===== src/design/bpcn_pkg.sv =====
// ----------------------------------------------------------------------------
// bpcn_pkg: shared definitions for the corrected box-plus check node
// Field widths, correction tables and the correction lookup functions.
// ----------------------------------------------------------------------------
package bpcn_pkg;

	localparam int LLR_WIDTH = 16;
	localparam int FRAC_BITS = 8;

	// magnitudes of a, b, a+b and a-b all fit here
	localparam int MAG_W  = LLR_WIDTH + 1;
	// correction levels are all below 1.0
	localparam int CORR_W = FRAC_BITS + 1;
	// signed width of base term plus correction difference
	localparam int SUM_W  = ((MAG_W > CORR_W) ? MAG_W : CORR_W) + 2;

	// table constants are given in units of 1/10000
	localparam int TEN_K  = 10000;
	localparam int ONE_FX = 1 << FRAC_BITS;
	localparam int STEP_N = 7;
	localparam int LIN_N  = 5;

	// thresholds: floor(t * 2^F); levels and intercepts: round half up
	localparam int STEP_EDGE [STEP_N] = '{
		(1960 * ONE_FX) / TEN_K,  (4330 * ONE_FX) / TEN_K,
		(7100 * ONE_FX) / TEN_K,  (10500 * ONE_FX) / TEN_K,
		(15080 * ONE_FX) / TEN_K, (22520 * ONE_FX) / TEN_K,
		(45000 * ONE_FX) / TEN_K
	};
	localparam int STEP_LEVEL [STEP_N] = '{
		(6500 * ONE_FX + TEN_K / 2) / TEN_K, (5500 * ONE_FX + TEN_K / 2) / TEN_K,
		(4500 * ONE_FX + TEN_K / 2) / TEN_K, (3500 * ONE_FX + TEN_K / 2) / TEN_K,
		(2500 * ONE_FX + TEN_K / 2) / TEN_K, (1500 * ONE_FX + TEN_K / 2) / TEN_K,
		(500 * ONE_FX + TEN_K / 2) / TEN_K
	};
	localparam int LIN_EDGE [LIN_N] = '{
		(5000 * ONE_FX) / TEN_K,  (16000 * ONE_FX) / TEN_K,
		(22000 * ONE_FX) / TEN_K, (32000 * ONE_FX) / TEN_K,
		(44000 * ONE_FX) / TEN_K
	};
	localparam int LIN_ICPT [LIN_N] = '{
		(7000 * ONE_FX + TEN_K / 2) / TEN_K, (5750 * ONE_FX + TEN_K / 2) / TEN_K,
		(3750 * ONE_FX + TEN_K / 2) / TEN_K, (2375 * ONE_FX + TEN_K / 2) / TEN_K,
		(1375 * ONE_FX + TEN_K / 2) / TEN_K
	};

	typedef enum logic [1:0] {
		MODE_NONE = 2'd0,
		MODE_STEP = 2'd1,
		MODE_LIN  = 2'd2,
		MODE_RSVD = 2'd3
	} corr_mode_t;

	typedef logic [MAG_W-1:0]  mag_t;
	typedef logic [CORR_W-1:0] corr_t;

	// first band whose threshold covers mag wins
	function automatic corr_t step_corr(mag_t mag);
		corr_t res;
		res = '0;
		for (int i = STEP_N - 1; i >= 0; i--) begin
			if (64'(mag) <= 64'(STEP_EDGE[i])) begin
				res = CORR_W'(STEP_LEVEL[i]);
			end
		end
		return res;
	endfunction

	// band i: intercept minus mag >> (i+1), floored at zero
	function automatic corr_t lin_corr(mag_t mag);
		corr_t  res;
		longint v;
		res = '0;
		v   = 0;
		for (int i = LIN_N - 1; i >= 0; i--) begin
			if (64'(mag) <= 64'(LIN_EDGE[i])) begin
				v   = longint'(LIN_ICPT[i]) - longint'(64'(mag) >> (i + 1));
				res = (v < 0) ? '0 : CORR_W'(v);
			end
		end
		return res;
	endfunction

	function automatic corr_t corr_of(corr_mode_t mode, mag_t mag);
		corr_t res;
		unique case (mode)
			MODE_STEP: res = step_corr(mag);
			MODE_LIN:  res = lin_corr(mag);
			default:   res = '0;
		endcase
		return res;
	endfunction

endpackage


===== src/design/boxplus_check_node_corrected.sv =====
// ----------------------------------------------------------------------------
// boxplus_check_node_corrected: LDPC check-node box-plus with correction
// sign(a)*sign(b)*min(|a|,|b|) + f(|a+b|) - f(|a-b|), saturated, where f is
// none, a step table or a piecewise-linear table, chosen by a mode register.
// ----------------------------------------------------------------------------
//
//   port group   direction  handshake              payload
//   -----------  ---------  ---------------------  -------------------
//   input        in         in_valid / in_ready    llr_a, llr_b
//   result       out        out_valid / out_ready  llr_out
//   mode write   in         cfg_we                 cfg_wdata
//
// One request per cycle sustained while out_ready is high; path: input register,
// then result register, all arithmetic in one pass between them.
// A stalled result holds in the result register; the input register still
// takes a request while the result register is free or being drained.
// arst_n clears both valid bits and sets the mode to piecewise linear.
// Mode writes take effect on the next cycle, no handshake.
module boxplus_check_node_corrected (
	input  logic                                  clk,
	input  logic                                  arst_n,
	input  logic                                  in_valid,
	output logic                                  in_ready,
	input  logic signed [bpcn_pkg::LLR_WIDTH-1:0] llr_a,
	input  logic signed [bpcn_pkg::LLR_WIDTH-1:0] llr_b,
	output logic                                  out_valid,
	input  logic                                  out_ready,
	output logic signed [bpcn_pkg::LLR_WIDTH-1:0] llr_out,
	input  logic                                  cfg_we,
	input  logic [1:0]                            cfg_wdata
);
	import bpcn_pkg::*;

	localparam logic signed [SUM_W-1:0] SAT_HI = SUM_W'((64'(1) << (LLR_WIDTH - 1)) - 1);
	localparam logic signed [SUM_W-1:0] SAT_LO = -SAT_HI - SUM_W'(1);

	corr_mode_t mode_q;

	logic                          valid_s1;
	logic signed [LLR_WIDTH-1:0]   a_s1;
	logic signed [LLR_WIDTH-1:0]   b_s1;
	logic                          valid_s2;
	logic signed [LLR_WIDTH-1:0]   out_s2;

	logic                          adv_s1;
	logic                          adv_s2;

	logic signed [MAG_W-1:0]       a_ext;
	logic signed [MAG_W-1:0]       b_ext;
	logic signed [MAG_W-1:0]       sum_ab;
	logic signed [MAG_W-1:0]       dif_ab;
	mag_t                          mag_a;
	mag_t                          mag_b;
	mag_t                          mag_sum;
	mag_t                          mag_dif;
	mag_t                          mag_min;
	logic                          neg;
	corr_t                         corr_sum;
	corr_t                         corr_dif;
	logic signed [SUM_W-1:0]       base;
	logic signed [SUM_W-1:0]       total;
	logic signed [LLR_WIDTH-1:0]   sat;

	// mode register; the user must write it only while the node is idle (not enforced here)
	always_ff @(posedge clk or negedge arst_n) begin
		if (!arst_n) begin
			mode_q <= MODE_LIN;
		end else if (cfg_we) begin
			mode_q <= corr_mode_t'(cfg_wdata);
		end
	end

	// advance the result register when empty or drained; the input
	// register advances when the result register can take its request
	assign adv_s2   = !valid_s2 || out_ready;
	assign adv_s1   = !valid_s1 || adv_s2;
	assign in_ready = adv_s1;

	always_ff @(posedge clk or negedge arst_n) begin
		if (!arst_n) begin
			valid_s1 <= 1'b0;
			valid_s2 <= 1'b0;
		end else begin
			if (adv_s1) begin
				valid_s1 <= in_valid;
			end
			if (adv_s2) begin
				valid_s2 <= valid_s1;
			end
		end
	end

	always_ff @(posedge clk) begin
		if (adv_s1 && in_valid) begin
			a_s1 <= llr_a;
			b_s1 <= llr_b;
		end
		if (adv_s2 && valid_s1) begin
			out_s2 <= sat;
		end
	end

	// magnitudes; one extra bit keeps the negative limit and a+b exact
	always_comb begin
		a_ext   = MAG_W'(a_s1);
		b_ext   = MAG_W'(b_s1);
		sum_ab  = a_ext + b_ext;
		dif_ab  = a_ext - b_ext;
		mag_a   = mag_t'(a_ext[MAG_W-1] ? -a_ext : a_ext);
		mag_b   = mag_t'(b_ext[MAG_W-1] ? -b_ext : b_ext);
		mag_sum = mag_t'(sum_ab[MAG_W-1] ? -sum_ab : sum_ab);
		mag_dif = mag_t'(dif_ab[MAG_W-1] ? -dif_ab : dif_ab);
		mag_min = (mag_a > mag_b) ? mag_b : mag_a;
	end

	// a zero input gives a zero minimum, so the sign product needs no zero check
	always_comb begin
		neg      = a_s1[LLR_WIDTH-1] ^ b_s1[LLR_WIDTH-1];
		base     = neg ? -$signed(SUM_W'(mag_min)) : $signed(SUM_W'(mag_min));
		corr_sum = corr_of(mode_q, mag_sum);
		corr_dif = corr_of(mode_q, mag_dif);
		total    = base + $signed(SUM_W'(corr_sum)) - $signed(SUM_W'(corr_dif));
		if (total > SAT_HI) begin
			sat = LLR_WIDTH'(SAT_HI);
		end else if (total < SAT_LO) begin
			sat = LLR_WIDTH'(SAT_LO);
		end else begin
			sat = LLR_WIDTH'(total);
		end
	end

	assign out_valid = valid_s2;
	assign llr_out   = out_s2;

`ifndef SYNTHESIS
	// a stalled result must never be overwritten by the input register
	assert property (@(posedge clk) disable iff (!arst_n)
		(valid_s2 && !out_ready) |=> (valid_s2 && $stable(out_s2)))
		else $error("result register overwritten while stalled");

	// a held input request must stay in the input register
	assert property (@(posedge clk) disable iff (!arst_n)
		(valid_s1 && !adv_s1) |=> (valid_s1 && $stable(a_s1) && $stable(b_s1)))
		else $error("input register lost a pending request");

	// without correction the result is the plain min-sum term
	assert property (@(posedge clk) disable iff (!arst_n)
		(valid_s1 && (mode_q == MODE_NONE || mode_q == MODE_RSVD)) |->
		(corr_sum == '0 && corr_dif == '0))
		else $error("correction applied with correction off");

	// a request accepted while the input register is full must move it on
	assert property (@(posedge clk) disable iff (!arst_n)
		(in_valid && in_ready && valid_s1) |=> valid_s2)
		else $error("request dropped between stages");
`endif

endmodule


===== config.mk =====
export PLATFORM = sky130hd
export DESIGN_NAME = boxplus_check_node_corrected
export DESIGN_NICKNAME = d
export VERILOG_FILES = /design/src/design/bpcn_pkg.sv /design/src/design/boxplus_check_node_corrected.sv
export SDC_FILE = /design/constraint.sdc
export NUM_CORES = 1
export LEC_CHECK = 0
export BUFFER_PORTS_ARGS = -buffer_cell sky130_fd_sc_hd__clkbuf_2
export CELL_PAD_IN_SITES_DETAIL_PLACEMENT = 1
export CELL_PAD_IN_SITES_GLOBAL_PLACEMENT = 1
export CORE_MARGIN = 1.5
export CORE_UTILIZATION = 49
export CTS_CLUSTER_DIAMETER = 60
export DETAILED_ROUTE_END_ITERATION = 16
export PLACE_DENSITY = 0.86
export SLEW_MARGIN = 15
export SYNTH_ARGS = -nofsm -noshare
export SYNTH_HDL_FRONTEND = slang
export SYNTH_SLANG_ARGS = --single-unit

===== constraint.sdc =====
create_clock -name clk -period 10.3 [get_ports clk]
set_clock_uncertainty 0.2 [all_clocks]
set_input_delay 0.515 -clock clk [delete_from_list [all_inputs] [get_ports clk]]
set_output_delay 0.515 -clock clk [all_outputs]
set_load 0.02 [all_outputs]

; Word level (Yosys, flattened, before mapping)
; Index checks and enable logic that the tools add are counted.
[totals]
ff_bits = 52
latch_bits = 0
ramBits = 0
mem_bits_ro = 0
input_bits = 39
output_inout_bits = 18
n_memories = 0
[classes]
n_addsub = 19
multipliers = 0
n_div = 0
n_lt_le_gt_ge = 37
eq_ne = 2
n_shift = 0
n_mux = 43
bitwise = 1
n_reduce_logical = 6
[op_table]
columns = operator, n
row1 = 9-bit 2-to-1 mux, 30
row2 = 17-bit by 10-bit less-or-equal comparator with 1-bit output (second input constant), 6
row3 = 17-bit by 9-bit less-or-equal comparator with 1-bit output (second input constant), 6
row4 = 17-bit 2-to-1 mux, 5
row5 = 17-bit by 11-bit less-or-equal comparator with 1-bit output (second input constant), 4
row6 = 17-bit by 8-bit less-or-equal comparator with 1-bit output (second input constant), 4
row7 = 9-bit case mux with 2 select lines, 2
row8 = 17-bit by 6-bit less-or-equal comparator with 1-bit output (second input constant), 2
row9 = 17-bit by 7-bit less-or-equal comparator with 1-bit output (second input constant), 2
row10 = 17-bit by 1-bit less-than comparator with 1-bit output (second input constant), 2
row11 = 16-bit negation with 17-bit output, 2
row12 = 17-bit negation, 2
row13 = 8-bit by 16-bit subtractor with 17-bit output (first input constant), 2
row14 = 16-bit by 1-bit less-than comparator with 1-bit output (second input constant), 2
row15 = 8-bit by 15-bit subtractor with 16-bit output (first input constant), 2
row16 = 15-bit by 1-bit less-than comparator with 1-bit output (second input constant), 2
row17 = 7-bit by 14-bit subtractor with 15-bit output (first input constant), 2
row18 = 14-bit by 1-bit less-than comparator with 1-bit output (second input constant), 2
row19 = 6-bit by 13-bit subtractor with 14-bit output (first input constant), 2
row20 = 13-bit by 1-bit less-than comparator with 1-bit output (second input constant), 2
row21 = 6-bit by 12-bit subtractor with 13-bit output (first input constant), 2
row22 = 19-bit by 10-bit adder with 19-bit output, 1
row23 = 19-bit by 16-bit greater-than comparator with 1-bit output (second input constant), 1
row24 = 19-bit by 16-bit less-than comparator with 1-bit output (second input constant), 1
row25 = other kinds (16), 20

; Depth between registers and ports, before layout
[depth]
word_depth = 16
ltp_mapped = 44

; Worst setup path before layout
; Ideal clock, no wire load.
[synth_timing]
kind = flip-flop to flip-flop
start = register a_s1[0]
end = register out_s2[5] (netlist: llr_out[5]), data pin
setup_ns = 0.254
arrival_ns = 9.037
required_time_ns = 9.846
path_slack_ns = 0.809
stages_incl_launch_ff = 40
path_buffers = 2
synth_period_minus_slack_ns = 9.491
cell_sequence = edfxtp_1 -> inv_1 -> ha_1 -> inv_1 -> fa_1 -> clkbuf_1 -> a211o_1 -> a21o_1 -> o211a_1 -> o31ai_4 -> and2_1 -> xor2_1 -> inv_1 -> ha_1 -> and2_1 -> and2_1 -> a222oi_1 -> a31oi_1 -> [... 4 more ...] -> o32ai_1 -> fa_1 -> inv_1 -> ha_1 -> nor2b_1 -> o21ai_0 -> a21oi_1 -> o21ai_0 -> a21boi_0 -> or4_1 -> a311o_1 -> a21oi_1 -> o21bai_1 -> a31oi_1 -> xor2_2 -> o21ba_2 -> buf_2 -> a21o_1
[synth_via]
elab_chain_cells = 16
elab_cells_between_ends = 97
cone_classes = 18 x add/sub / 37 x order compare / 42 x mux
[synth_lines]
columns = element, line
row1 = start: declaration, boxplus_check_node_corrected.sv:40  ; logic signed [LLR_WIDTH-1:0] a_s1;
row2 = start signal: assignment, boxplus_check_node_corrected.sv:95  ; a_s1 <= llr_a;
row3 = 16-bit by 16-bit adder with 17-bit output, boxplus_check_node_corrected.sv:107  ; sum_ab = a_ext + b_ext;
row4 = 17-bit negation, boxplus_check_node_corrected.sv:111  ; mag_sum = mag_t'(sum_ab[MAG_W-1] ? -sum_ab : sum_ab);
row5 = 17-bit 2-to-1 mux, boxplus_check_node_corrected.sv:111
row6 = 6-bit by 12-bit subtractor with 13-bit output or 17-bit by 11-bit less-or-equal comparator with 1-bit output (tied branches), "bpcn_pkg.sv:77, bpcn_pkg.sv:62"
row7 = 13-bit by 1-bit less-than comparator with 1-bit output or 4-bit 2-to-1 mux (tied branches), "bpcn_pkg.sv:78, bpcn_pkg.sv:62"
row8 = 9-bit 2-to-1 mux or 6-bit 2-to-1 mux (tied branches), "bpcn_pkg.sv:78, bpcn_pkg.sv:62"
row9 = 9-bit 2-to-1 mux or 7-bit 2-to-1 mux (tied branches), "bpcn_pkg.sv:76, bpcn_pkg.sv:62"
row10 = 9-bit 2-to-1 mux (on tied branches) (4 in series), "bpcn_pkg.sv:76, bpcn_pkg.sv:62"
row11 = 9-bit case mux with 2 select lines, bpcn_pkg.sv:86  ; unique case (mode)
row12 = 19-bit by 10-bit adder with 19-bit output, boxplus_check_node_corrected.sv:122  ; total = base + $signed(SUM_W'(corr_sum)) - $signed(SUM_W'(corr_dif));
row13 = 19-bit by 10-bit subtractor with 19-bit output *, boxplus_check_node_corrected.sv:122
row14 = 19-bit by 16-bit less-than comparator with 1-bit output, boxplus_check_node_corrected.sv:125  ; end else if (total < SAT_LO) begin
row15 = 16-bit 2-to-1 mux, boxplus_check_node_corrected.sv:125
row16 = end signal: assignment, boxplus_check_node_corrected.sv:99  ; out_s2 <= sat;
row17 = end: declaration, boxplus_check_node_corrected.sv:43  ; logic signed [LLR_WIDTH-1:0] out_s2;
; Mark *: on every way between the ends. The rest lies on a longest branch, timed or not.
; A chain may end at the register's enable or synchronous reset.

; Worst setup path in the final report
[layout_timing]
start = register a_s1[0]
end = register out_s2[11] (netlist: llr_out[11]), data pin
; The elaborated chain is that of the path after synthesis.

==> summary.txt <==
Route
  • Initial DRC count: approximately 970
  • Drt wl/cell: approximately 23 um
  • Via density per instance: about 6.5
  • Initial DRT Pass Iterations: 6
  • DRC: 0
  • Vias: approximately 12000
  • WL final: approximately 43 mm
  • Post-DRT Antenna Nets: 0

Power
  • NetSw: roughly 1400 uW
  • Lkg Pwr: between 0.005 and 0.006 uW
  • Sw frac: 55.06%
  • Pwr Total: about 2600 uW
  • Logic pwr share: 79.8%
  • Int Pwr: roughly 1200 uW
  • Clock share of power: between 7 and 8%
  • Power Density: a little over 200 nW/um^2
  • Sequential power share: roughly an eighth
  • VDD IR max: approximately 0.11 mV

Place
  • Dpl ws: 227.5 ps
  • PortBufs: between 50 and 60
  • Area after DPL: ~12000 sq um
  • RePlAce Congestion: 1.043
  • Final HPWL DP: around 35 mm

Layout
  • Filler instances: 2970
  • Share of cells above drive strength 1: a little over an eighth
  • Multi-input logic area: 9577 sq um
  • Design area: between 10000 and 15000 sq um
  • FF+latch area: 1543 sq um
  • Antenna diodes: 0
  • Area Growth Syn to Fin: 8.266%
  • Post-layout nets: 1720

Logic synthesis
  • Seq/Total Area, Yosys: roughly an eighth
  • Synth warn: 0
  • Synth top area share: about 12%
  • Synthesis-stage register bit count: 52
  • Synth unique cells: ~130
  • Gate Count Post-Synth: around 1500
  • Ys async rst share: 7.692%
  • Syn nets: between 1500 and 2000
  • Most common cell in the netlist: nand2_1
  • EDFF count, synth: between 40 and 50
  • Synth area leader: edfxtp_1
  • Mapped cell area: 11730 sq um
  • Commonest cells post-synth: nand2_1 (122), nor2_1 (116), ha_1 (112), a21oi_1 (103), inv_1 (95)
  • Area contributors post-synth: edfxtp_1 (12%), ha_1 (12%), xnor2_1 (6.4%)
  • Synth Flop Type: edfxtp_1
  • Mean Syn Cell Area: 7.785 sq um

Die
  • Die height: between 150 and 200 um
  • Std-Cell Rows: 56
  • Die X-Extent: around 160 um
  • IO Pins: between 50 and 60
  • Starting density of the core: about half
  • DIE AREA: between 20000 and 25000 sq um
  • Core area: 23470 sq um

Timing
  • Max-slew violations: 0
  • Hold Violations, Final: 0
  • Worst hold slack: 182.8 ps
  • Setup Total Neg Slack: 0 ps
  • Final period utilization: 96.10%
  • Setup Viol. Count Final: 0
  • Slew @ Worst Pin: about 1200 ps
  • Setup ws final: 401.5 ps
  • Worst slew margin: a little under a quarter
  • Maximum clock rate: ~100 MHz
  • Fin crit period: 9898 ps

GRT
  • GRT Overall Usage: about a third
  • Number of antenna violations at the first check in global routing: 0
  • Remaining global-route overflow: 0
  • Largest net degree at the start of global routing: 33
  • First-pass GRT wire length: around 67 mm
  • Vias in the first global route: about 13000

Clock network
  • CTS H-tree depth: 2
  • CTS sink cnt: 52
  • Clk root buf: clkbuf_16
  • Max clock buf depth: 2
  • Worst skew pair latency: around 320 ps
  • CTS Buf Count: 5
  • Clock slew at reported path FFs: about 90 ps
  • CTS tree: yes

Worst setup path
  • CP max FO: 14
  • Most Frequent Cell on Critical Path: inv_1
  • Startpoint types: register
  • Crit end category: register
  • CP max-delay cell: fa_1
  • CP Class: register to register
  • Worst Path Required: between 10000 and 15000 ps
  • WP data arrival: just under 10000 ps
  • Max stage delay on crit path: around 550 ps

Job
  • Max cap viols: 0

Status
  • Status: finished clean

Worst hold path
  • Hold Path Class: input pin to register
==> cell usage in the layout (no fill, tap or decap), drive strengths merged, types with 9 or more instances in the layout <==
master / instances
o21ai: 69
o211ai: 20
o2111ai: 9
a21o: 38
clkbuf: 62
o32ai: 9
a31oi: 34
nor2b: 12
nand4: 22
or3: 18
nand3: 49
xnor2: 91
mux2i: 15
nand3b: 10
o31ai: 20
ha: 112
edfxtp: 48
inv: 103
and3: 20
fa: 11
nor4: 10
or2: 22
nor3: 52
o21a: 22
buf: 45
a21oi: 104
and2: 16
nand2: 122
nand2b: 27
xor2: 34
a21boi: 9
a211oi: 30
nor2: 122
==> power groups by stage <==
stage / clock [uW] / sequential [uW] / combinational, uW
2_1_floorplan: 0 / 357 / 1360
3_3_place_gp: 0 / 321 / 1900
3_5_place_dp: 0 / 322 / 1980
4_1_cts: 204 / 318 / 2000
5_1_grt: 210 / 322 / 2220
6_report: 203 / 318 / 2060
==> cell type report <==
| cell class | instances | area share (%) |
|---|---|---|
| clock buffer | 6 | 1.015 |
| sequential | 52 | 12.15 |
| clock inverter | 2 | 0.3054 |
| timing repair buffer | 102 | 4.945 |
| tap | 319 | 3.143 |
| multi-input combinational | 1294 | 75.40 |
| inverter | 103 | 3.044 |
==> what timing repair did <==
action / 4_1_cts / 5_1_grt
setup endpoints to repair: 0 / 16
buffers inserted: 0 / 6
resized for setup: 0 / 12
hold buffers: 1 / 0
hold endpoints to repair: 3 / 0
==> layer usage <==
metal  part of all wire [%]  track usage, %
met5                      0               0
met4                    4.5           16.62
met3                    6.0           4.380
met2                     48           58.65
met1                     42           43.17
==> kinds of logic (layout without fill, tap and decap cells) <==
family                   count (synthesis)  count (layout)  share of synthesized area, %
AO/OA/AOI/OAI                          477             477                         30.26
AND/OR/NAND/NOR                        548             548                         25.20
buffers and inverters                  161             213                         5.813
flip-flops                              52              52                         13.15
multiplexers                            18              18                         1.600
adder cells (fa/ha/maj)                124             124                         13.91
other                                    2               2                       0.06402
XOR/XNOR                               125             125                         10.00
==> through the flow <==
stage | instances | util (%)
after floorplan | 1507 | -
after global placement | 1863 | 52.86
after detailed placement | 1863 | 52.86
after CTS | 1872 | 53.62
after global routing | 1878 | 54.11
final | 1878 | 54.11
==> sequential cells by signal, indices dropped and copies added (netlist names) <==
signal / flops
valid_s1: 1
b_s1: 16
llr_out: 16
out_valid: 1
a_s1: 16
mode_q: 2
==> worst max-delay path: cells and delay by family (launching register included) <==
kind,cells,cell delay [ps]
AOI/OAI and AO/OA,19,4340
xor gates and xnor gates,1,190
adders and majority gates,5,1790
buffers and inverters,5,560
DFF,1,440
muxes,1,130
and+or+nand+nor,8,1980
==> worst paths after layout <==
kind	from	to	slack, ps	cells past startpoint
min in group asynchronous	arst_n	valid_s1$_DFFE_PN0N_	360	2
max	a_s1[0]$_DFFE_PP_	llr_out[11]$_SDFFCE_PN1P_	400	39
min reg2reg	valid_s1$_DFFE_PN0N_	out_valid$_DFFE_PN0P_	350	1
max reg2reg	a_s1[0]$_DFFE_PP_	llr_out[11]$_SDFFCE_PN1P_	400	39
min	llr_a[2]	a_s1[2]$_DFFE_PP_	180	1
max in group asynchronous	arst_n	mode_q[1]$_DFFE_PN1P_	9310	2
(Power assumes the default switching activity.)
